<file path="config.mk">
export PLATFORM = sky130hd
export DESIGN_NAME = fpa_div_cell
export DESIGN_NICKNAME = d
export VERILOG_FILES = /design/src/fixed_point_alu_defines.svh /design/src/fpa_pkg.sv /design/src/fpa_div_cell.sv
export SDC_FILE = /design/constraint.sdc
export NUM_CORES = 1
export LEC_CHECK = 0
export BUFFER_PORTS_ARGS = -buffer_cell sky130_fd_sc_hd__buf_4
export CAP_MARGIN = 40
export CELL_PAD_IN_SITES_DETAIL_PLACEMENT = 1
export CELL_PAD_IN_SITES_GLOBAL_PLACEMENT = 2
export CORE_ASPECT_RATIO = 1.4
export CORE_MARGIN = 1
export CORE_UTILIZATION = 29
export DETAILED_ROUTE_END_ITERATION = 12
export PLACE_DENSITY_LB_ADDON = 0.2
export SLEW_MARGIN = 20
export SYNTH_ARGS = -nofsm -noshare
export SYNTH_HDL_FRONTEND = slang
export SYNTH_SLANG_ARGS = --single-unit
</file>
<file path="constraint.sdc">
create_clock -name i_clk -period 3.4 [get_ports i_clk]
set_input_delay 0.68 -clock i_clk [delete_from_list [all_inputs] [get_ports i_clk]]
set_output_delay 0.68 -clock i_clk [all_outputs]
set_load 0.005 [all_outputs]
</file>
<file path="src/fixed_point_alu_defines.svh">
// Assertion macros for the fixed-point ALU.
// Included by the top level only; no other dependencies.
`ifndef FIXED_POINT_ALU_DEFINES_SVH
`define FIXED_POINT_ALU_DEFINES_SVH
// Assert that a implies b on the next edge.
`define FPA_ASSERT_NEXT(label, clk, rst_n, a, b) \
    label: assert property (@(posedge clk) disable iff (!rst_n) (a) |=> (b)) \
        else $error("assertion failed");
// Assert that a implies b on the same edge.
`define FPA_ASSERT_NOW(label, clk, rst_n, a, b) \
    label: assert property (@(posedge clk) disable iff (!rst_n) (a) |-> (b)) \
        else $error("assertion failed");
`endif

</file>
<file path="src/fpa_pkg.sv">
// Package for the fixed-point ALU: widths, opcodes, status codes, cell payload.
// No dependencies.
package fpa_pkg;
    localparam int WordWidth = 32;
    localparam int FracBits  = 8;
    localparam int QuoBits   = WordWidth + FracBits + 1;  // quotient bits kept
    localparam int NumCells  = QuoBits;

    typedef enum logic [3:0] {
        CMD_ADD = 4'd0, CMD_SUB = 4'd1, CMD_MUL = 4'd2, CMD_DIV = 4'd3,
        CMD_MIN = 4'd4, CMD_MAX = 4'd5, CMD_INC = 4'd6, CMD_DEC = 4'd7,
        CMD_FROM_INT = 4'd8, CMD_TO_INT = 4'd9, CMD_CMP = 4'd10
    } t_cmd;

    localparam logic [1:0] ST_OK = 2'd0;
    localparam logic [1:0] ST_OVF = 2'd1;
    localparam logic [1:0] ST_DIV0 = 2'd2;

    // Item travelling down the cell row.
    typedef struct packed {
        logic                   valid;
        logic                   is_div;
        logic                   div0;
        logic                   neg;
        logic [WordWidth-1:0]   res;     // finished result for non-divide items
        logic [1:0]             st;
        logic [2:0]             flags;   // {gt, eq, lt}
        logic [WordWidth:0]     rem;     // partial remainder
        logic [QuoBits-1:0]     num;     // numerator bits still to shift in, MSB first
        logic [QuoBits-1:0]     quo;
        logic [WordWidth-1:0]   den;
    } t_item;
endpackage

</file>
<file path="src/fpa_div_cell.sv">
// One restoring-division cell: produces one quotient bit per item per cycle while i_en is high.
// Depends on fpa_pkg.
module fpa_div_cell (
    input  logic          i_clk,
    input  logic          i_rst_n,
    input  logic          i_en,
    input  fpa_pkg::t_item i_item,
    output fpa_pkg::t_item o_item
);
    import fpa_pkg::*;
    logic       r_valid;
    t_item      r_it, n_it;
    logic [WordWidth:0] sh;
    logic       ge;

    always_comb begin
        n_it = i_item;
        sh   = {i_item.rem[WordWidth-1:0], i_item.num[QuoBits-1]};
        ge   = sh >= {1'b0, i_item.den};
        n_it.num = {i_item.num[QuoBits-2:0], 1'b0};
        n_it.rem = ge ? (sh - {1'b0, i_item.den}) : sh;
        n_it.quo = {i_item.quo[QuoBits-2:0], ge};
    end

    always_ff @(posedge i_clk) begin
        if (!i_rst_n) begin
            r_valid <= 1'b0;
        end else if (i_en) begin
            r_valid <= i_item.valid;
        end
    end
    always_ff @(posedge i_clk) begin
        if (i_en) begin
            r_it <= n_it;
        end
    end

    always_comb begin
        o_item = r_it;
        o_item.valid = r_valid;
    end
endmodule

</file>
# --- Yosys cells after proc, flatten, opt, wreduce, memory -nomap -nowiden ---
# Cells that the tools add are included.
word_totals:
  ff_bits: 187
  out_inout_bits: 188
  elab_cells: 14
classes:
  add_sub_neg: 1
  order_cmp: 1
  muxes: 1
op_table:
  columns: ["op", "n"]
  rows:
  - ["$ge 33x32->1", 1]
  - ["$mux 33", 1]
  - ["$sub 33x32->33", 1]

# --- Longest topological paths before layout ---
depth:
  word_depth: 2
  depth_mapped: 13
  depth_no_buf: 11

# --- Least setup slack after synthesis ---
# No wires, ideal clock.
synth_timing:
  path_kind: "input to register"
  from: "in i_item[113] (netlist name)"
  to: "reg r_it (netlist bit o_item[146]) (data pin)"
  setup_time_ns: 0.260
  arrival_time_ns: 2.713
  path_slack_ns: 0.427
  cell_stages: 11
  n_path_buf: 0
  path_cell_list: "inv_1 > ha_1 > fa_1 > nor2b_1 > o21bai_1 > nand2_1 > a211oi_2 > a2111oi_2 > o21ai_2 > o21ai_1 > mux2_2"
synth_lines:
  columns: ["element", "line", "text"]
  rows:
  - ["start, declared", "fpa_div_cell.sv:7", "input fpa_pkg::t_item i_item,"]
  - ["end signal, assigned", "fpa_div_cell.sv:34", "r_it <= n_it;"]
  - ["end, declared", "fpa_div_cell.sv:12", "t_item r_it, n_it;"]

==> flow_summary.ini <==
[drt]
dr.pass1.iters = 4
vias = 6074
drt_wl_total_um = 28060
drc = 0
drt-initial-drc-count = 256
ant_nets = 0
detail_route.vias_per_cell = 4.509
wire_per_inst_um = 20.83

[clock_tree]
htreeDepth = 4
root_buffer = clkbuf_16
clkLatencyLatePin_ns = 0.43
clock-sinks = 187
cts_hold_buf = 0
clk_pin_slew_worst_paths_ns = 0.07
post_cts_buffers = 0
post_cts_resized = 0
cts_tree = built
cts.path.max_buffers = 2
cts_made_buffers = 17

[sta]
setup_viol = 0
post-route-period-util_pct = 84.16
fin_hold_ws_ns = 0.4113
slew_violations = 0
worst_pin_slew_ns = 0.6232
fin_crit_ns = 2.862
setup_tns_ns = 0
slew_headroom_pct = 58.45
fmax_ghz = 0.3495
clock_skew_ns = 0
rsz0062_at_grt = false
hold_viol_final = 0

[synthesis]
syn_area_per_cell_um2 = 14.20
synth-edff-count = 186
synth_warnings = 0
synth_area_um2 = 8066
ys_seq_area_share_pct = 69.49
synth_flop_cell = edfxtp_1
ys_types = 62
async_flop_share_pct = 0
syn_nets = 792
syn-instance-count = 568
synth_seq_cells = 187

[setup_path]
regToRegSetupSlack_ns = 2.79
cp_max_fo = 5
critPathLaunchType = primary input
critPathKind = primary input to flip-flop
worstPathRequired_ns = 3.59
arrival_ns = 3.05
cp-end-kind = flip-flop

[placed_design]
place.gp.congestion = 0.7853
place_hpwl_um = 22890
placed_area_um2 = 11460
io_buffers = 375

[grt]
grt_max_degree = 69
grt_antenna_before_repair = 2
overflow = 0
grt_pass1_vias = 6389
grtUsageTotal_pct = 19.58
grt_pass1_wl_um = 39760

[power_and_ir_drop]
power.density_nw_per_um2 = 502.3
ir_drop_mv = 0.3413
p_leak_nw = 5.241

[die]
io-pin-count = 379
start_util_pct = 29.77
fp.dieH_um = 199.3
fp.coreArea_um2 = 27090
dieArea_um2 = 28500
die_x_um = 143.0
rows = 71

[finish]
design_area_um2 = 12050
final_cell_mix = buf_4 (392), edfxtp_1 (186), nand2_1 (57), o21ai_0 (44), inv_1 (38)
drive_gt1_share_pct = 45.31
syn2layout_area_growth_pct = 49.40
fin_nets = 1191
layout_commonest_cell = buf_4

[worst_hold_path]
min_path_type = primary input to flip-flop

[flow_run]
drv_cap = 0

[outcome]
status = completed
cell usage after synthesis, drive strengths merged, types with 2 or more instances:
master,instances,area [um^2]
edfxtp,186,5585
nand2,58,217.7
o21ai,51,262.8
inv,39,146.4
ha,32,400.4
a21oi,27,146.4
nor2,20,75.07
a21o,19,142.6
xor2,18,157.7
buf,12,80.07
xnor2,9,78.83
a211oi,8,77.57
nand2b,8,50.05
nand3,8,40.04
and2,6,37.54
clkbuf,5,20.01
nand4,5,37.53
nor2b,5,31.28
o21a,5,37.54
nor3,4,25.02
o211ai,4,35.03
and3,3,18.77
nor3b,3,22.52
o21bai,3,22.52
a2111oi,2,42.54
a21boi,2,15.01
a31oi,2,12.51
nor4,2,12.51
o211a,2,20.02
sequential cells by signal (all words and copies together) (netlist names):
name and cells:
o_item 186, r_valid 1
cell type report:
type	instances	area (um^2)
Tap cell	365	456.7
Timing Repair Buffer	397	3037
Fill cell	2892	15040
Clock inverter	14	155.1
Inverter	39	146.4
Clock buffer	18	429.2
Multi-Input combinational cell	325	2217
Antenna cell	2	5.005
Sequential cell	187	5605
power by group:
part | total, W | internal, W | leakage, nW | switching [W]
registers | 0.00286 | 0.00280 | 1.83 | 0.0000660
clock network | 0.00198 | 0.00104 | 0.287 | 0.000941
logic | 0.00121 | 0.000625 | 3.13 | 0.000581
total | 0.00605 | 0.00447 | 5.24 | 0.00159
kinds of logic after synthesis:
kind of cell,count (synthesis),synth area share [%]
mux,2,0.2637
compound gates,136,11.54
fa+ha+maj,33,5.212
simple gates,126,7.461
buf+inv,56,3.055
xor+xnor,27,2.932
other cells,1,0.04649
flops,187,69.49
layer usage:
layer	global-route usage [%]	up-vias	wire length [um]
met5	0	-	0
met4	5.735	0	332
met3	9.010	22	3236
met2	35.66	235	14770
met1	19.66	2907	9719
li1	-	2910	-
critical path: stages:
cell and delay [ns]:
buf_4 0.12, ha_1 0.23, fa_1 0.40, nor2b_1 0.17, o21bai_1 0.12, nand2_1 0.12
a211oi_2 0.11, a2111oi_2 0.42, o21ai_2 0.14, buf_4 0.18, nor3b_1 0.28, nor3_2 0.07
metrics by stage:
step / worst slack (ns) / util (%) / cells / total power (W)
floorplan: 0.4267 / - / 568 / 0.003357
global placement: 0.09618 / 42.30 / 1313 / 0.004123
detailed placement: 0.03522 / 42.30 / 1313 / 0.004143
CTS: 0.5113 / 44.46 / 1345 / 0.006160
global route: 0.3466 / 44.48 / 1347 / 0.006330
finish: 0.5384 / 44.48 / 1347 / 0.006054
worst paths after layout:
path / from / end / depth (start not counted)
max reg2reg: r_valid / r_valid / 2
min reg2reg: r_valid / r_valid / 2
min: i_item[106] / o_item[107] / 1
max: i_item[0] / o_item[144] / 12
(Power assumes the default switching activity.)
