<file path="config.mk">
export PLATFORM = sky130hd
export DESIGN_NAME = fpa_front
export DESIGN_NICKNAME = d
export VERILOG_FILES = /design/src/fixed_point_alu_defines.svh /design/src/fpa_pkg.sv /design/src/fpa_front.sv
export SDC_FILE = /design/constraint.sdc
export NUM_CORES = 2
export LEC_CHECK = 0
export BUFFER_PORTS_ARGS = -buffer_cell sky130_fd_sc_hd__buf_2
export CAP_MARGIN = 10
export CORE_AREA = 2 2 366 259
export DETAILED_ROUTE_END_ITERATION = 12
export DIE_AREA = 0 0 368 261
export GPL_TIMING_DRIVEN = 1
export PLACE_DENSITY = 0.78
export SLEW_MARGIN = 20
export SYNTH_ARGS = -nofsm -noshare
export SYNTH_HDL_FRONTEND = slang
export SYNTH_SLANG_ARGS = --single-unit
</file>
<file path="constraint.sdc">
create_clock -name i_clk -period 17.97 [get_ports i_clk]
set_input_delay 3.594 -clock i_clk [delete_from_list [all_inputs] [get_ports i_clk]]
set_output_delay 3.594 -clock i_clk [all_outputs]
set_load 0.01 [all_outputs]
</file>
<file path="src/fixed_point_alu_defines.svh">
// Assertion macros for the fixed-point ALU.
// Included by the top level only; no other dependencies.
`ifndef FIXED_POINT_ALU_DEFINES_SVH
`define FIXED_POINT_ALU_DEFINES_SVH
// Assert that a implies b on the next edge.
`define FPA_ASSERT_NEXT(label, clk, rst_n, a, b) \
    label: assert property (@(posedge clk) disable iff (!rst_n) (a) |=> (b)) \
        else $error("assertion failed");
// Assert that a implies b on the same edge.
`define FPA_ASSERT_NOW(label, clk, rst_n, a, b) \
    label: assert property (@(posedge clk) disable iff (!rst_n) (a) |-> (b)) \
        else $error("assertion failed");
`endif

</file>
<file path="src/fpa_pkg.sv">
// Package for the fixed-point ALU: widths, opcodes, status codes, cell payload.
// No dependencies.
package fpa_pkg;
    localparam int WordWidth = 32;
    localparam int FracBits  = 8;
    localparam int QuoBits   = WordWidth + FracBits + 1;  // quotient bits kept
    localparam int NumCells  = QuoBits;

    typedef enum logic [3:0] {
        CMD_ADD = 4'd0, CMD_SUB = 4'd1, CMD_MUL = 4'd2, CMD_DIV = 4'd3,
        CMD_MIN = 4'd4, CMD_MAX = 4'd5, CMD_INC = 4'd6, CMD_DEC = 4'd7,
        CMD_FROM_INT = 4'd8, CMD_TO_INT = 4'd9, CMD_CMP = 4'd10
    } t_cmd;

    localparam logic [1:0] ST_OK = 2'd0;
    localparam logic [1:0] ST_OVF = 2'd1;
    localparam logic [1:0] ST_DIV0 = 2'd2;

    // Item travelling down the cell row.
    typedef struct packed {
        logic                   valid;
        logic                   is_div;
        logic                   div0;
        logic                   neg;
        logic [WordWidth-1:0]   res;     // finished result for non-divide items
        logic [1:0]             st;
        logic [2:0]             flags;   // {gt, eq, lt}
        logic [WordWidth:0]     rem;     // partial remainder
        logic [QuoBits-1:0]     num;     // numerator bits still to shift in, MSB first
        logic [QuoBits-1:0]     quo;
        logic [WordWidth-1:0]   den;
    } t_item;
endpackage

</file>
<file path="src/fpa_front.sv">
// Front cell: decodes the request and computes all non-divide operations.
// Depends on fpa_pkg.
module fpa_front (
    input  logic                        i_clk,
    input  logic                        i_rst_n,
    input  logic                        i_en,
    input  logic                        i_valid,
    input  logic [3:0]                  i_cmd,
    input  logic [fpa_pkg::WordWidth-1:0] i_a,
    input  logic [fpa_pkg::WordWidth-1:0] i_b,
    output fpa_pkg::t_item              o_item
);
    import fpa_pkg::*;
    localparam int W = WordWidth;
    localparam logic [W-1:0] MaxPos = {1'b0, {(W-1){1'b1}}};
    localparam logic [W-1:0] MinNeg = {1'b1, {(W-1){1'b0}}};

    logic [W-1:0] ma, mb, sum, dif, inc, dec, fi, ti;
    logic         sa, sb, lt, gt, eq;
    logic [2*W-1:0] prod;
    logic [2*W-1:0] prnd;
    logic [2*W-FracBits-1:0] pm;
    logic         neg;
    logic         r_valid;
    t_item        n_it, r_it;

    always_comb begin
        sa   = i_a[W-1];
        sb   = i_b[W-1];
        ma   = sa ? (~i_a + 1'b1) : i_a;
        mb   = sb ? (~i_b + 1'b1) : i_b;
        neg  = sa ^ sb;
        sum  = i_a + i_b;
        dif  = i_a - i_b;
        inc  = i_a + 1'b1;
        dec  = i_a - 1'b1;
        fi   = i_a << FracBits;
        ti   = W'($signed(i_a) >>> FracBits);
        lt   = $signed(i_a) < $signed(i_b);
        gt   = $signed(i_a) > $signed(i_b);
        eq   = i_a == i_b;
        prod = ma * mb;
        prnd = prod + (2*W)'(1 << (FracBits - 1));
        pm   = prnd[2*W-1:FracBits];

        n_it = '0;
        n_it.valid = i_valid;
        n_it.neg   = neg;
        n_it.st    = ST_OK;
        n_it.den   = mb;
        n_it.num   = QuoBits'({ma, FracBits'(0)});
        unique case (i_cmd)
            CMD_ADD: begin
                n_it.res = sum;
                if (sa == sb && sum[W-1] != sa) begin
                    n_it.res = sa ? MinNeg : MaxPos; n_it.st = ST_OVF;
                end
            end
            CMD_SUB: begin
                n_it.res = dif;
                if (sa != sb && dif[W-1] != sa) begin
                    n_it.res = sa ? MinNeg : MaxPos; n_it.st = ST_OVF;
                end
            end
            CMD_MUL: begin
                if (neg ? (pm > (2*W-FracBits)'(MinNeg)) : (pm > (2*W-FracBits)'(MaxPos)))
                begin
                    n_it.res = neg ? MinNeg : MaxPos; n_it.st = ST_OVF;
                end else begin
                    n_it.res = neg ? (~pm[W-1:0] + 1'b1) : pm[W-1:0];
                end
            end
            CMD_DIV: begin
                n_it.is_div = 1'b1;
                n_it.div0   = (i_b == '0);
            end
            CMD_MIN: n_it.res = gt ? i_b : i_a;
            CMD_MAX: n_it.res = gt ? i_a : i_b;
            CMD_INC: begin
                n_it.res = inc;
                if (!sa && inc[W-1]) begin n_it.res = MaxPos; n_it.st = ST_OVF; end
            end
            CMD_DEC: begin
                n_it.res = dec;
                if (sa && !dec[W-1]) begin n_it.res = MinNeg; n_it.st = ST_OVF; end
            end
            CMD_FROM_INT: begin
                n_it.res = fi;
                if (W'($signed(fi) >>> FracBits) != i_a) begin
                    n_it.res = sa ? MinNeg : MaxPos; n_it.st = ST_OVF;
                end
            end
            CMD_TO_INT: n_it.res = ti;
            CMD_CMP:    n_it.flags = {gt, eq, lt};
            default:    n_it.res = '0;
        endcase
    end

    always_ff @(posedge i_clk) begin
        if (!i_rst_n) begin
            r_valid <= 1'b0;
        end else if (i_en) begin
            r_valid <= n_it.valid;
        end
    end
    // payload fields need no reset
    always_ff @(posedge i_clk) begin
        if (i_en) begin
            r_it <= n_it;
        end
    end

    always_comb begin
        o_item = r_it;
        o_item.valid = r_valid;
    end
endmodule

</file>
After elaboration in Yosys (flattened, before gate mapping)
Index checks and enable logic that the tools add are counted.
{"block": "totals", "regBits": 105, "input_bits": 72, "output_inout_bits": 188, "word_cells": 68}
{"block": "op_classes", "addsub": 8, "n_mul": 1, "n_lt_le_gt_ge": 4, "eq_ne": 16, "mux": 18, "bitwise": 4, "reduce_logical": 8}
{"op": "case mux 32 bit (9 select lines)", "count": 1}
{"op": "2-to-1 mux 32 bit", "count": 8}
{"op": "2-to-1 mux 34 bit", "count": 5}
{"op": "adder 32 x 1 -> 32 bit, second input constant", "count": 4}
{"op": "inverter 32 bit", "count": 3}
{"op": "adder 64 x 8 -> 64 bit, second input constant", "count": 1}
{"op": "multiplier 32 x 32 -> 64 bit", "count": 1}
{"op": "greater-than comparator 56 x 31 -> 1 bit, second input constant", "count": 1}
{"op": "greater-than comparator 56 x 32 -> 1 bit, second input constant", "count": 1}
{"op": "adder 32 bit", "count": 1}
{"op": "== test 32 bit", "count": 1}
{"op": "greater-than comparator 32 bit", "count": 1}
{"op": "logical NOT 32 bit", "count": 1}
{"op": "less-than comparator 32 bit", "count": 1}
{"op": "subtractor 32 x 1 -> 32 bit, second input constant", "count": 1}
{"op": "subtractor 32 bit", "count": 1}
{"op": "== test 4 x 3 -> 1 bit, second input constant", "count": 4}
{"op": "== test 4 bit, second input constant", "count": 3}
{"op": "case mux 2 bit (6 select lines)", "count": 1}
{"op": "== test 4 x 2 -> 1 bit, second input constant", "count": 2}
{"op": "!= test 8 bit", "count": 1}
{"op": "== test 4 x 1 -> 1 bit, second input constant", "count": 1}
{"op": "logical AND 1 bit", "count": 4}
{"op": "logical NOT 4 bit", "count": 1}
{"op": "6 further kinds", "count": 10}

Logic depth before layout (Yosys ltp)
{"block": "logic_depth", "depth_word": 10, "ltp_mapped": 45, "depth_no_buf": 39}

Worst setup path after synthesis
OpenSTA, ideal clock, no wires.
{"block": "synth_timing", "kind": "in2reg", "startpoint": "input port i_a[0] in the netlist's numbering", "endpoint": "register r_it, in the netlist o_item[182] (data pin)", "setup_ps": 280, "t_arrival_ps": 14477, "t_required_ps": 17690, "slack_ps": 3213, "cell_stages": 42, "n_path_buf": 5, "cell_sequence": "clkbuf_1 inv_1 clkbuf_1 ha_1 nor4b_2 nand4_1 or4_1 nor2_1 nand2_1 or3_1 clkbuf_1 nor3_1 nand2b_1 xor2_1 buf_2 nor2_1 fa_1 inv_1 [... 6 more ...] inv_1 fa_1 fa_1 ha_1 ha_1 buf_2 a21oi_1 o21ai_0 a221oi_1 o31ai_1 a211oi_2 nor3b_2 o31a_1 or3_1 a2111oi_4 a31oi_1 a2111oi_0 o211ai_1"}
{"element": "from (decl)", "line_no": "fpa_front.sv:9", "text": "input logic [fpa_pkg::WordWidth-1:0] i_a,"}
{"element": "to (signal assigned)", "line_no": "fpa_front.sv:109", "text": "r_it <= n_it;"}
{"element": "to (decl)", "line_no": "fpa_front.sv:25", "text": "t_item n_it, r_it;"}

==> metrics.md <==
| Metric | Value |
|---|---|
| Critical path data required time | 18.12 ns |
| Min-delay worst type | flip-flop to flip-flop |
| Max-slew headroom | 0.200 |
| Period utilization | 0.925 |
| Remaining DRCs | 0 |
| Startpoint Class | input pin |
| Die area | 96000 µm² |
| Skew-Pair Late Insertion Delay | 0.41 ns |
| Inst Count DP | roughly 6700 |
| IO Port Bufs | ~180 |
| Crit path max-delay family | adder cells |
| Max cap viols | 0 |
| RSZ-0062 raised after global routing | no |
| Post-route ant nets | 0 |
| Reg clk slew, reported paths | 0.10 ns |
| TritonCTS buffer count | 9 |
| Maximum root-to-sink buffer count | 2 |
| Layout cells sized above 1 | 0.0677 |
| Worst Path Max Fanout | 31 |
| Vert. Die Dim | between 200 and 300 µm |
| Worst slew pin tran | 1.20 ns |
| WHS | about 0.53 ns |
| Clock Skew | 0 ns |
| GP Congestion | between 1 and 1.5 |
| First-pass GRT wire length | 255000 µm |
| Avg Synthesized Cell Area | 8.32 µm² |
| Most common cell on crit path | fa_1 |
| Fin. max-slew vios | 0 |
| Final WL | 169000 µm |
| Commonest non-fill, non-tap cells in the layout | inv_1 (1038), fa_1 (900), nand2_1 (687) |
| Detailed placer's ending HPWL | between 100000 and 150000 µm |
| Vias per cell | 6.06 |
| Primary FF master, synth | edfxtp_1 |
| Area of the mapped netlist | between 40000 and 50000 µm² |
| #FFs+latches synth | around 100 |
| Distinct cells, synth | about 110 |
| Status | complete, no violations |
| CTS tree | built |
| H-tree Lvls | 3 |
| Sequential-to-total area share from yosys stat | 0.0678 |
| IO Pins | 260 |
| Layout Nets | between 6000 and 7000 |
| Synthesis Warnings | 0 |
| Initial Utilization | 0.494 |
| Crit path buffers/inverters | 6 |
| # rows | 94 |
| CP peak stage delay | 0.67 ns |
| CP endpoint kind | flip-flop |
| Post_cts resized | 0 |
| Largest net degree at the start of global routing | 56 |
| Root Driver | clkbuf_16 |
| Drt first pass iters | 9 |
| Worst r2r path cells | 2 |
| Crit path DAT | around 17 ns |
| Final setup fails | 0 |
| Initial antenna violation count | 8 |
| # fillers | between 8000 and 9000 |
| Routed len/inst | approximately 25 µm |
| Total clock sinks | ~100 |
| Die X | between 300 and 400 µm |
| Vias in the first global route | between 40000 and 50000 |
| Core Region | ~93000 µm² |
| Period minus WS final | around 17 ns |
| Area grow syn2layout | 4.68% |
| Post-synth EDFFs | slightly above 100 |
| Maximum clock frequency | 60.1 MHz |
| WP depth | 38 |
| Setup TNS | 0 ns |
| Post-CTS setup buffer count | 0 |
| DRT iter0 DRCs | about 5300 |
| Worst Hold Depth | 2 |
| Syn Inst Count | approximately 5500 |
| Vias | 40900 |
| Tot GR Track Use | 0.354 |
| Ys async rst share | 0 |
| CP Class | input pin to flip-flop |
| Grt ovf | 0 |
| Slowest library cell on the worst path | or4_1 |
| Most common cell after layout, fill and taps aside | inv_1 |
| Post-Layout Cell Count | slightly below 7000 |
| Fin. Hold Viols | 0 |
| CTS Hold Bufs | 0 |
==> metrics by stage <==
| stage | utilization | worst slack (ns) | area [µm²] |
|---|---|---|---|
| 6_report | 0.517 | 1.34 | 48000 |
| 5_1_grt | 0.517 | 0.668 | 48000 |
| 4_1_cts | 0.517 | 1.66 | 48000 |
| 3_5_place_dp | 0.514 | 1.26 | 47700 |
| 3_3_place_gp | 0.514 | 1.51 | 47700 |
| 2_1_floorplan | - | 3.21 | 46200 |
==> logic make-up after synthesis <==
logic type | after synthesis | share of synthesized area
AND/OR/NAND/NOR | 1753 | 0.166
buffers and inverters | 1448 | 0.127
adder cells (fa/ha/maj) | 1256 | 0.490
AO/OA/AOI/OAI | 749 | 0.110
XOR/XNOR | 193 | 0.0368
flip-flops | 104 | 0.0678
multiplexers | 12 | 0.00305
other | 1 | 0.0000817
==> metal layers <==
layer,vias to the layer above,wire [µm],track usage
met3,518,28700,0.159
met4,14,7420,0.128
met1,20100,64900,0.481
met2,3135,67800,0.498
met5,-,163,0.00625
li1,17100,-,-
==> worst reg2reg max path: stages, from the launching register on <==
cell	delay (ns)
dfxtp_1	0.32
mux2i_1	0.12
nor2b_1	0.06
==> state kept, by name, indices dropped and copies added, names as in the netlist <==
| signal | flops |
|---|---|
| o_item | 103 |
| r_valid | 1 |
==> synthesized netlist by cell type (31+ instances only) <==
cell / n / area share
a21o_1: 33 / 0.0054
a21oi_1: 183 / 0.020
and2_1: 31 / 0.0042
buf_4: 86 / 0.014
clkbuf_1: 266 / 0.022
edfxtp_1: 103 / 0.067
fa_1: 900 / 0.39
ha_1: 356 / 0.097
inv_1: 1038 / 0.085
nand2_1: 687 / 0.056
nand3_1: 44 / 0.0048
nand4_1: 65 / 0.0089
nor2_1: 674 / 0.055
nor3_1: 62 / 0.0068
o211ai_1: 35 / 0.0057
o21ai_0: 168 / 0.018
o21bai_1: 37 / 0.0061
xnor2_1: 132 / 0.025
xor2_1: 61 / 0.012
==> final timing paths <==
| check | startpoint | end | slack (ns) |
|---|---|---|---|
| setup / recovery | i_a[1] | o_item[158] | 1.34 |
| hold / removal | r_valid | r_valid | 0.53 |
| setup reg to reg | r_valid | r_valid | 17.38 |
| hold reg to reg | r_valid | r_valid | 0.53 |
==> area by class of cell <==
type / instances / area, µm² / share of cell area
Antenna cell: 5 / 12.5 / 0.000260
Clock buffer: 9 / 225 / 0.00469
Clock inverter: 7 / 71.3 / 0.00148
Inverter: 1055 / 3960 / 0.0824
Multi-Input combinational cell: 4047 / 37500 / 0.780
Sequential cell: 104 / 3110 / 0.0648
Tap cell: 1248 / 1560 / 0.0325
Timing Repair Buffer: 272 / 1610 / 0.0334
Power is not shown: default switching activity piles up to over one toggle a cycle in this logic, so the estimate is an artifact.
