`config.mk`:
```
export PLATFORM = sky130hd
export DESIGN_NAME = fpa_tail
export DESIGN_NICKNAME = d
export VERILOG_FILES = /design/src/fixed_point_alu_defines.svh /design/src/fpa_pkg.sv /design/src/fpa_tail.sv
export SDC_FILE = /design/constraint.sdc
export NUM_CORES = 1
export LEC_CHECK = 0
export BUFFER_PORTS_ARGS = -buffer_cell sky130_fd_sc_hd__buf_2
export CORE_ASPECT_RATIO = 2
export CORE_MARGIN = 2
export CORE_UTILIZATION = 45
export DETAILED_ROUTE_END_ITERATION = 6
export PLACE_DENSITY = 0.89
export SLEW_MARGIN = 20
export SYNTH_ARGS = -nofsm -noshare
export SYNTH_HDL_FRONTEND = slang
export SYNTH_SLANG_ARGS = --single-unit
```
`constraint.sdc`:
```
create_clock -name vclk -period 15.9
set_clock_uncertainty 0.05 [all_clocks]
set_input_delay 3.18 -clock vclk [all_inputs]
set_output_delay 3.18 -clock vclk [all_outputs]
set_load 0.05 [all_outputs]
```
`src/fixed_point_alu_defines.svh`:
```
// Assertion macros for the fixed-point ALU.
// Included by the top level only; no other dependencies.
`ifndef FIXED_POINT_ALU_DEFINES_SVH
`define FIXED_POINT_ALU_DEFINES_SVH
// Assert that a implies b on the next edge.
`define FPA_ASSERT_NEXT(label, clk, rst_n, a, b) \
    label: assert property (@(posedge clk) disable iff (!rst_n) (a) |=> (b)) \
        else $error("assertion failed");
// Assert that a implies b on the same edge.
`define FPA_ASSERT_NOW(label, clk, rst_n, a, b) \
    label: assert property (@(posedge clk) disable iff (!rst_n) (a) |-> (b)) \
        else $error("assertion failed");
`endif

```
`src/fpa_pkg.sv`:
```
// Package for the fixed-point ALU: widths, opcodes, status codes, cell payload.
// No dependencies.
package fpa_pkg;
    localparam int WordWidth = 32;
    localparam int FracBits  = 8;
    localparam int QuoBits   = WordWidth + FracBits + 1;  // quotient bits kept
    localparam int NumCells  = QuoBits;

    typedef enum logic [3:0] {
        CMD_ADD = 4'd0, CMD_SUB = 4'd1, CMD_MUL = 4'd2, CMD_DIV = 4'd3,
        CMD_MIN = 4'd4, CMD_MAX = 4'd5, CMD_INC = 4'd6, CMD_DEC = 4'd7,
        CMD_FROM_INT = 4'd8, CMD_TO_INT = 4'd9, CMD_CMP = 4'd10
    } t_cmd;

    localparam logic [1:0] ST_OK = 2'd0;
    localparam logic [1:0] ST_OVF = 2'd1;
    localparam logic [1:0] ST_DIV0 = 2'd2;

    // Item travelling down the cell row.
    typedef struct packed {
        logic                   valid;
        logic                   is_div;
        logic                   div0;
        logic                   neg;
        logic [WordWidth-1:0]   res;     // finished result for non-divide items
        logic [1:0]             st;
        logic [2:0]             flags;   // {gt, eq, lt}
        logic [WordWidth:0]     rem;     // partial remainder
        logic [QuoBits-1:0]     num;     // numerator bits still to shift in, MSB first
        logic [QuoBits-1:0]     quo;
        logic [WordWidth-1:0]   den;
    } t_item;
endpackage

```
`src/fpa_tail.sv`:
```
// Last stage: rounds and saturates the quotient or flags div0; forms the result.
// Depends on fpa_pkg.
module fpa_tail (
    input  fpa_pkg::t_item              i_item,
    output logic [fpa_pkg::WordWidth-1:0] o_res,
    output logic [1:0]                  o_st,
    output logic [2:0]                  o_flags
);
    import fpa_pkg::*;
    localparam int W = WordWidth;
    logic [QuoBits:0] q;
    logic [W:0]       lim;

    always_comb begin
        // round half away from zero: remainder*2 >= divisor
        q   = {1'b0, i_item.quo} +
              (QuoBits+1)'(({i_item.rem, 1'b0}) >= {2'b0, i_item.den});
        lim = i_item.neg ? {2'b01, {(W-1){1'b0}}} : {2'b00, {(W-1){1'b1}}};
        o_flags = i_item.flags;
        o_res   = i_item.res;
        o_st    = i_item.st;
        if (i_item.is_div) begin
            if (i_item.div0) begin
                o_res = '0;
                o_st  = ST_DIV0;
            end else if (q > (QuoBits+1)'(lim)) begin
                o_res = i_item.neg ? {1'b1, {(W-1){1'b0}}} : {1'b0, {(W-1){1'b1}}};
                o_st  = ST_OVF;
            end else begin
                o_res = i_item.neg ? (~q[W-1:0] + 1'b1) : q[W-1:0];
                o_st  = ST_OK;
            end
        end
    end
endmodule

```
Word level (Yosys, flattened, before mapping)
Index checks and enable logic that the tools add are counted.
{ "word_totals": {"wordCells": 14, "out_inout_bits": 37, "regBits": 0, "in_bits": 188} }
{ "op_classes": {"magnitude_cmp": 2, "bitwise": 1, "muxes": 9, "add_sub_neg": 2} }
{ "op_table": {"columns": ["operator", "n"], "rows": [
  ["$mux 32", 6],
  ["$add 41x1->42", 1],
  ["$gt 42x32->1", 1],
  ["$ge 34x32->1", 1],
  ["$add 32x1->32 const B", 1],
  ["$not 32->32", 1],
  ["$mux 2", 2],
  ["$mux 1", 1]
]} }

Logic depth before layout (Yosys ltp)
Gate-level depths: netlist (run 1).
{ "depth": {"word_depth": 8, "ltp_mapped": 31, "mapped_depth_nobuf": 29} }

Least setup slack after synthesis (run 1)
OpenSTA, ideal clock, no wires.
{ "synth_timing": {"kind": "in2out", "startpoint": "input i_item[1] (netlist bit)", "endpoint": "output o_res[21] (netlist bit)", "path_stages": 29, "path_buffers": 0, "t_required_ns": 12.670, "arrival_time_ns": 9.695, "path_slack_ns": 2.975, "path_cell_list": "inv_1 > ha_1 > nor2b_1 > o21a_1 > o21a_1 > o21ai_0 > nand2b_1 > a21oi_1 > o21ai_0 > a31oi_1 > o21ai_0 > ha_1 > ha_1 > nand3_2 > or4_1 > nor2_1 > and3_1 > xnor2_1 > inv_1 > ha_1 > a21o_1 > a21o_1 > a2111oi_0 > o311ai_0 > o31a_1 > nor4_4 > nand2b_1 > o21ai_0 > o41ai_1"} }
{ "synth_between": {"elab_chain_cells": 8, "elab_cells_between_ends": 9, "cone_classes": "add/sub: 2; order compare: 2; mux: 4; bitwise: 1"} }
{ "synth_lines": {"columns": ["element", "line", "source"], "rows": [
  ["start: declaration", "fpa_tail.sv:4", "input fpa_pkg::t_item i_item,"],
  ["$ge 34x32->1 *", "fpa_tail.sv:17", "(QuoBits+1)'(({i_item.rem, 1'b0}) >= {2'b0, i_item.den});"],
  ["$add 41x1->42 *", "fpa_tail.sv:16", "q = {1'b0, i_item.quo} +"],
  ["$not 32->32", "fpa_tail.sv:30", "o_res = i_item.neg ? (~q[W-1:0] + 1'b1) : q[W-1:0];"],
  ["$add 32x1->32", "fpa_tail.sv:30", null],
  ["$mux 32", "fpa_tail.sv:30", null],
  ["$mux 32 *", "fpa_tail.sv:26", "end else if (q > (QuoBits+1)'(lim)) begin"],
  ["$mux 32 *", "fpa_tail.sv:23", "if (i_item.div0) begin"],
  ["$mux 32 *", "fpa_tail.sv:22", "if (i_item.is_div) begin"],
  ["end: declaration", "fpa_tail.sv:5", "output logic [fpa_pkg::WordWidth-1:0] o_res,"]
]} }
Every way passes the cells marked *; elsewhere a longest branch is shown, timed or not.

Final worst setup path (run 1)
{ "layout_timing": {"startpoint": "input i_item[1] (netlist bit)", "endpoint": "output o_res[24] (netlist bit)"} }
Same word-level chain as after synthesis.

==> results.md, run 1 <==
- Actual transition at the worst max-transition pin: slightly below 0.9 ns
- Pin count of the biggest net entering global routing: 90
- Via total after detailed routing: ~5300
- Post-detailed-routing wire length: 13900 um
- MaxCap Viol Count: 0
- Worst path buffer plus inverter count: 5
- Combined global-route utilization of all metal layers: 0.262
- Antenna violations before repair: 0
- Synth cell types: 66
- HPWL Detailed: ~12000 um
- Gr ovfl total: 0
- Final setup slack of the worst path: between 2 and 2.5 ns
- Final design instance area without fill: 5080 um^2
- First-pass DRT Iterations: 4
- Top-area cell type share of the netlist area: 0.197
- Count of buffers inserted at the top-level ports: 177
- Initial standard-cell utilization of the core: 0.465
- CTS hold repair buffers: 0
- Hold Fails Final Rpt: 0
- Layout overhead on the synthesized area: 21.1%
- Leakage Power: 2.61 nW
- Vert. Die Dim: between 100 and 150 um
- Crit path DAT: around 10 ns
- Full die area: around 10000 um^2
- Worst VDD drop: around 0.000021 V
- Synth Area per Inst: between 6 and 7 um^2
- Core box area: about 9000 um^2
- Slowest CP cell: sky130_fd_sc_hd__or4_1
- Cell area after technology mapping: 4190 um^2
- Result of the run: finished clean
- Pwr Density: between 20 and 30 nW/um^2
- Library cell appearing most often on the critical path: sky130_fd_sc_hd__o21ai_0
- Path class of the lowest-slack min-delay path: primary input to output pin
- Post-synthesis cell type with the largest combined area: sky130_fd_sc_hd__ha_1
- CP required: ~13 ns
- Share of the clock period used by the worst path: 0.860
- Drt initial violations: about 320
- Share of layout cells above drive strength 1: 0.247
- Top achievable clock speed: around 0.073 GHz
- Proportion of synthesized chip area in sequential cells: 0
- Worst slack at placement: 2.24 ns
- Net count, final: around 1000
- Setup repair bufs after CTS: 0
- Critical path class: primary input to output pin
- Wire per inst: around 16 um
- Via count of the first global-routing pass: 5128
- Number of antenna diodes: 0
- GPL Wtd Cong: 0.985
- Synth Net Count: just under 900
- FP Rows: 49
- Accumulated negative setup slack: 0 ns
- Setup repair after global routing missed its margin: no
- Post-layout min period: 13.68 ns
- CP Capture Type: output pin
- Cells after Synth: 640
- Worst max-slew margin expressed relative to the limit: 0.421
- Warning count from the yosys run: 0
- Dominant delay contributor by cell family on the critical path: compound AO/OA/AOI/OAI gates
- Number of sequential cells: 0
- Fill cell count: around 890
- Vias per inst: between 5 and 6
- Critical Path Stages: 31
- Global-route wire length before repair: approximately 22000 um
- Final max-slew violation count: 0
- Number of nets still failing antenna checks after routing: 0
- Storage cell area: 0 um^2
- Finish-stage setup viols: 0
- Main area contributors after synthesis: sky130_fd_sc_hd__ha_1 (20%), sky130_fd_sc_hd__inv_1 (7.5%), sky130_fd_sc_hd__a21oi_1 (7.3%)
- Top-level port count: approximately 230
- Critical Path Fanout Max: between 50 and 60
- Die width: just over 70 um
- WHS Path Cells: 0
- Post-cts resize count: 0
- Instance area at placement: 5070 um^2
- Count of clock buffers in the final design: 0
- Worst setup SP type: primary input
- Slowest Stage Delay on Critical Path: approximately 0.77 ns
- Remaining routing DRC violations: 0
[logic make-up (layout without fill, tap and decap cells)]
logic type      count (synthesis)  count (layout)  share of synthesized area
compound gates                181             181                      0.272
xor+xnor                       35              35                     0.0749
fa+ha+maj                      66              66                      0.197
buf+inv                       117             266                      0.113
mux                            14              14                     0.0337
simple gates                  227             227                      0.310
[cells in the final DEF, fill, tap and decap left out, drive strengths merged, types with 3 or more instances in the layout]
master,count
o41ai,3
or2,3
a31oi,9
o21a,4
ha,66
nand3,31
mux2i,13
nor3,9
or3,3
nand2b,9
and3,11
nor2b,4
and2,8
nand2,53
a21o,16
o211ai,6
and4,8
o2bb2ai,3
nand4,33
buf,179
nor4,17
o22ai,23
nor2,26
inv,86
nor4b,3
xor2,7
a211oi,6
o21ai,27
o32ai,4
xnor2,28
or4,3
a21oi,61
[power breakdown]
group	switching, mW	internal [mW]
Combinational	0.0880	0.0508
Clock	0	0
Sequential	0	0
[final cells by class]
type / instances / area (um^2) / share of cell area
Timing Repair Buffer: 179 / 901 / 0.177
Tap cell: 102 / 128 / 0.0251
Multi-Input combinational cell: 523 / 3720 / 0.733
Inverter: 87 / 327 / 0.0643
[metrics by stage]
stage | total power, mW | hold slack (ns) | util | std cells
global placement | 0.135 | 6.31 | 0.563 | 891
finish | 0.139 | 6.31 | 0.563 | 891
floorplan | 0.0925 | 6.48 | - | 640
detailed placement | 0.138 | 6.31 | 0.563 | 891
CTS | 0.138 | 6.31 | 0.563 | 891
global route | 0.153 | 6.31 | 0.563 | 891
[layer usage]
metal,wire [um],GRT usage,vias up
li1,-,-,2663
met1,4300,0.224,2393
met2,7860,0.535,224
met3,788,0.0230,48
met4,945,0.169,0
met5,0,0,-
[synth_stat cells, drive strengths merged (2+ instances only)]
master / instances
nor2: 26
nor4b: 3
a21o: 16
nand2: 53
nor3b: 2
o31a: 2
o211ai: 6
and2: 8
buf: 19
xor2: 7
o31ai: 2
a31oi: 9
nor2b: 4
o32ai: 4
o41ai: 3
nand4: 33
o21ai: 27
or2: 3
or4: 3
nand3b: 2
a211oi: 6
o21a: 4
mux2i: 13
o2bb2ai: 3
nand2b: 9
xnor2: 28
o22ai: 23
a21oi: 61
o2111ai: 2
nand3: 31
ha: 66
nor4: 17
and4: 8
a2111oi: 2
inv: 86
or3: 3
and3: 11
nor3: 9
clkbuf: 11
[worst paths after layout]
| kind | from | to | slack, ns |
|---|---|---|---|
| min | i_item[147] | o_flags[0] | 6.31 |
| max | i_item[1] | o_res[24] | 2.22 |
Power figures use the tool's default switching activity.
==> inputs of run 2 (changes only) <==
--- a/config.mk
+++ b/config.mk
@@ -5,12 +5,12 @@
 export SDC_FILE = /design/constraint.sdc
 export NUM_CORES = 1
 export LEC_CHECK = 0
-export BUFFER_PORTS_ARGS = -buffer_cell sky130_fd_sc_hd__buf_2
 export CORE_ASPECT_RATIO = 2
 export CORE_MARGIN = 2
 export CORE_UTILIZATION = 45
 export DETAILED_ROUTE_END_ITERATION = 6
-export PLACE_DENSITY = 0.89
+export DONT_BUFFER_PORTS = 1
+export PLACE_DENSITY = 0.69
 export SLEW_MARGIN = 20
 export SYNTH_ARGS = -nofsm -noshare
 export SYNTH_HDL_FRONTEND = slang
==> run 2 against run 1 <==
  * Setup slack got worse by 0.17 ns
  * Sequential share of layout area did not move
  * Critical path depth is 1 lower
  * Global-route usage is 2.1 points lower
  * Maximum frequency is 1.2% lower
  * Combinational power decreased by 24%
  * Utilization is 9.2 points lower
  * Cell count is 20% lower
  * Final area is 16% lower
  * Die area stayed put
  * Worst hold slack barely moved
==> results.md, run 2 (synthesized netlist as in run 1, its figures left out) <==
- Top achievable clock speed: ~0.072 GHz
- CTS hold repair buffers: 0
- Pwr Density: 24.8 nW/um^2
- Library cell appearing most often on the critical path: sky130_fd_sc_hd__o21ai_0
- Finish-stage setup viols: 0
- Worst max-slew margin expressed relative to the limit: 0.286
- Share of the clock period used by the worst path: 0.871
- Worst VDD drop: 0.0000132 V
- Setup repair after global routing missed its margin: no
- Storage cell area: 0 um^2
- Multi-input gate area: 3760 um^2
- Number of sequential cells: 0
- Vias per inst: about 6.5
- First-pass DRT Iterations: 5
- Remaining routing DRC violations: 0
- Initial standard-cell utilization of the core: 0.465
- Accumulated negative setup slack: 0 ns
- WHS Path Cells: 0
- Pin count of the biggest net entering global routing: 90
- Setup repair bufs after CTS: 0
- Number of antenna diodes: 0
- Fill cell count: between 900 and 1000
- Top-level port count: 225
- CP required: around 13 ns
- Commonest non-fill, non-tap cell in the layout: sky130_fd_sc_hd__inv_1
- Slowest CP cell: sky130_fd_sc_hd__o22ai_1
- Final max-slew violation count: 0
- Vert. Die Dim: 140 um
- Core box area: between 9000 and 10000 um^2
- Post-layout min period: roughly 14 ns
- Critical Path Fanout Max: 58
- Post-cts resize count: 0
- Comb power frac: 1.000
- Gr ovfl total: 0
- Path class of the lowest-slack min-delay path: primary input to output pin
- Internal power contribution: ~0.036 mW
- Drt initial violations: approximately 230
- Net switching share of the total power: 0.660
- Critical path class: primary input to output pin
- Final design instance area without fill: 4250 um^2
- Slowest Stage Delay on Critical Path: about 0.81 ns
- Most used cells in the layout excluding fill and tap cells: sky130_fd_sc_hd__inv_1 (84), sky130_fd_sc_hd__ha_1 (66), sky130_fd_sc_hd__a21oi_1 (61)
- Hold Fails Final Rpt: 0
- Crit path DAT: between 10 and 15 ns
- GPL Wtd Cong: approximately 0.88
- Leakage Power: between 1.5 and 2 nW
- Instance area at placement: about 4200 um^2
- MaxCap Viol Count: 0
- Antenna violations before repair: 0
- Full die area: between 10000 and 15000 um^2
- Seq pwr share: 0
- Count of buffers inserted at the top-level ports: 0
- Worst hold margin: about 6.3 ns
- Global-route wire length before repair: 20100 um
- Via total after detailed routing: ~4700
- Layout overhead on the synthesized area: 1.34%
- Die width: approximately 72 um
- Via count of the first global-routing pass: around 4500
- Count of clock buffers in the final design: 0
- Post-detailed-routing wire length: 13100 um
- HPWL Detailed: ~11000 um
- Share of total power in the clock network: 0
- Net switching power of the design: between 0.06 and 0.07 mW
- CP Capture Type: output pin
- Result of the run: finished clean
- FP Rows: 49
- Number of nets still failing antenna checks after routing: 0
- Share of layout cells above drive strength 1: 0.0407
- Actual transition at the worst max-transition pin: 1.09 ns
- Worst setup SP type: primary input
- Net count, final: just under 900
- Wire per inst: 18.3 um
- Final design utilization: 0.471
- Combined global-route utilization of all metal layers: 0.241
-- run 2: cell count changes in the layout (fill, tap and decap cells not counted), sizes merged --
cell  before  now
buf      179    5
-- run 2: layer usage --
layer | up-vias | part of all wire | track usage
met4 | 0 | 0.031 | 0.0655
li1 | 2316 | - | -
met5 | - | 0 | 0
met3 | 35 | 0.060 | 0.0281
met2 | 217 | 0.56 | 0.498
met1 | 2124 | 0.35 | 0.236
-- run 2: stage by stage --
step                      total power [mW]  setup slack (ns)  instances
final                                0.105              2.05        717
after global routing                 0.116              1.70        717
after CTS                            0.106              2.06        717
after detailed placement             0.105              2.05        717
after global placement               0.102              2.27        717
after floorplan                     0.0925              2.97        640
-- run 2: worst paths after layout --
| kind | startpoint | endpoint | slack [ns] |
|---|---|---|---|
| worst max-delay path | i_item[1] | o_res[0] | 2.05 |
| worst min-delay path | i_item[147] | o_flags[0] | 6.31 |
-- run 2: final cells by class --
cell class / instances / area share
inverters: 87 / 0.0769
repair buffers: 5 / 0.00884
well taps: 102 / 0.0300
multi-input cells: 523 / 0.884
-- run 2: power by group through the flow --
stage                     Sequential [mW]  Clock [mW]  Combinational [mW]
final                                   0           0               0.105
after global routing                    0           0               0.116
after CTS                               0           0               0.106
after detailed placement                0           0               0.105
after global placement                  0           0               0.102
after floorplan                         0           0              0.0925
-- run 2: worst max-delay path: cells and delay by family --
family	cells	cell delay, ns
buf+inv	4	0.90
compound gates	14	3.27
fa+ha+maj	3	0.90
simple gates	8	2.09
xor+xnor	1	0.24
==> inputs of run 3 (changes only) <==
--- a/config.mk
+++ b/config.mk
@@ -5,12 +5,11 @@
 export SDC_FILE = /design/constraint.sdc
 export NUM_CORES = 1
 export LEC_CHECK = 0
+export BUFFER_PORTS_ARGS = -buffer_cell sky130_fd_sc_hd__buf_2
 export CORE_ASPECT_RATIO = 2
-export CORE_MARGIN = 2
 export CORE_UTILIZATION = 45
 export DETAILED_ROUTE_END_ITERATION = 6
-export DONT_BUFFER_PORTS = 1
-export PLACE_DENSITY = 0.69
+export PLACE_DENSITY = 0.89
 export SLEW_MARGIN = 20
 export SYNTH_ARGS = -nofsm -noshare
 export SYNTH_HDL_FRONTEND = slang
==> constraint.sdc (replaced) <==
create_clock -name vclk -period 14.05
set_clock_uncertainty 0.05 [all_clocks]
set_input_delay 2.81 -clock vclk [all_inputs]
set_output_delay 2.81 -clock vclk [all_outputs]
set_load 0.05 [all_outputs]
==> run 3 against run 2 <==
  * Final area up 20%
  * Worst hold slack worse by 0.74 ns
  * Die area down 4.2%
  * Sequential cell count unchanged
  * Utilization up 9.3 points
  * Highest routed layer unchanged
  * Power up 49%
  * Sequential share of layout area unchanged
  * Setup slack worse by 0.90 ns
  * Cell count up 25%
  * Critical path type unchanged
  * Critical path depth up 1
  * Via count up 14%
==> results.md, run 3 (synthesized netlist as in run 1, its figures left out) <==
- Top achievable clock speed: roughly 0.078 GHz
- Accumulated negative setup slack: 0 ns
- Vert. Die Dim: ~140 um
- Storage cell area: 0 um^2
- Count of buffers inserted at the top-level ports: about 180
- Final max-slew violation count: 0
- Path class of the lowest-slack min-delay path: primary input to output pin
- Wire per inst: between 15 and 20 um
- Setup repair after global routing missed its margin: no
- Leakage Power: about 2.6 nW
- Die width: about 70 um
- Pin count of the biggest net entering global routing: 90
- Post-placement cell count: around 900
- Top-level port count: ~230
- Launching instance or port of the critical path: i_item[1]
- Hold Fails Final Rpt: 0
- Final design instance area without fill: a little over 5000 um^2
- Post-cts resize count: 0
- FP Rows: 49
- Number of sequential cells: 0
- Number of antenna diodes: 0
- GPL Wtd Cong: about 0.95
- Antenna violations before repair: 0
- Combined global-route utilization of all metal layers: 0.275
- CTS hold repair buffers: 0
- Seq pwr share: 0
- Share of the clock period used by the worst path: 0.918
- Global-route wire length before repair: 22200 um
- Finish-stage setup viols: 0
- Setup repair bufs after CTS: 0
- Crit path DAT: approximately 10 ns
- Post-detailed-routing wire length: around 14000 um
- Worst hold margin: between 5 and 6 ns
- Layout overhead on the synthesized area: 21.4%
- Actual transition at the worst max-transition pin: roughly 0.88 ns
- Net switching share of the total power: 0.633
- HPWL Detailed: 11900 um
- Slowest Stage Delay on Critical Path: 0.78 ns
- CP Capture Type: output pin
- Gr ovfl total: 0
- Remaining routing DRC violations: 0
- Total Power Consumption: roughly 0.16 mW
- Library cell appearing most often on the critical path: sky130_fd_sc_hd__o21ai_0
- Final setup slack of the worst path: 1.15 ns
- Final design utilization: 0.565
- Count of clock buffers in the final design: 0
- Core box area: 9010 um^2
- Final Instance Count excl. Fillers: between 800 and 900
- Via count of the first global-routing pass: ~5000
- Share of total power in the clock network: 0
- Number of nets still failing antenna checks after routing: 0
- Critical path class: primary input to output pin
- Pwr Density: ~31 nW/um^2
- Result of the run: finished clean
- Share of layout cells above drive strength 1: 0.248
- Net count, final: about 1000
- Worst setup path endpoint: o_res[31]
- Instance area at placement: just over 5000 um^2
- Most used cells in the layout excluding fill and tap cells: sky130_fd_sc_hd__buf_2 (177), sky130_fd_sc_hd__inv_1 (84), sky130_fd_sc_hd__ha_1 (66)
- Net switching power of the design: about 0.10 mW
- Post-layout min period: about 13 ns
- Commonest non-fill, non-tap cell in the layout: sky130_fd_sc_hd__buf_2
- Worst VDD drop: 0.0000236 V
- Comb power frac: 1.000
- CP required: between 10 and 15 ns
- Initial standard-cell utilization of the core: 0.465
- Worst setup SP type: primary input
- Via total after detailed routing: 5353
- Worst slack at placement: ~1.2 ns
- Vias per inst: between 5 and 6
- MaxCap Viol Count: 0
- Full die area: 9730 um^2
- Worst max-slew margin expressed relative to the limit: 0.416
- Critical Path Fanout Max: 43
- Slowest CP cell: sky130_fd_sc_hd__or4_1
- Internal power contribution: 0.0577 mW
- Drt initial violations: just over 300
- First-pass DRT Iterations: 4
- Fill cell count: between 800 and 900
## run 3: cell types whose count changed in the layout (fill, tap and decap cells not counted)
cell / change
sky130_fd_sc_hd__o21ai_1: -1
sky130_fd_sc_hd__o32ai_2: -3
sky130_fd_sc_hd__o41ai_2: -2
sky130_fd_sc_hd__o21ai_0: +1
sky130_fd_sc_hd__buf_2: +177
sky130_fd_sc_hd__o41ai_1: +2
sky130_fd_sc_hd__buf_4: -1
sky130_fd_sc_hd__o32ai_1: +3
## run 3: cell type report
type	instances	area [um^2]	area share
multi-input cells	523	3720	0.731
repair buffers	181	916	0.180
inverters	87	327	0.0642
well taps	102	128	0.0251
## run 3: worst min path at each step
stage / start / endpoint / cells after the start
after floorplan: i_item[147] / o_flags[0] / 1
after global placement: i_item[149] / o_flags[2] / 0
after detailed placement: i_item[149] / o_flags[2] / 0
after CTS: i_item[149] / o_flags[2] / 0
after global routing: i_item[147] / o_flags[0] / 0
final: i_item[147] / o_flags[0] / 0
## run 3: worst max-delay path: cells and delay by family
kind	cells	cell delay (ns)
and+or+nand+nor	7	2.15
xor gates and xnor gates	1	0.25
AOI/OAI and AO/OA	14	2.55
adders and majority gates	3	0.93
buffers and inverters	6	1.30
## run 3: power groups by stage
stage               registers [mW]  clock network, mW  logic (mW)
detailed placement               0                  0       0.156
global route                     0                  0       0.174
finish                           0                  0       0.157
global placement                 0                  0       0.152
CTS                              0                  0       0.157
floorplan                        0                  0       0.105
## run 3: metal layers
metal | vias up | GRT usage | wire length [um]
li1 | 2667 | - | -
met1 | 2394 | 0.233 | 4400
met2 | 234 | 0.583 | 7910
met3 | 58 | 0.0190 | 693
met4 | 0 | 0.153 | 936
met5 | - | 0 | 0
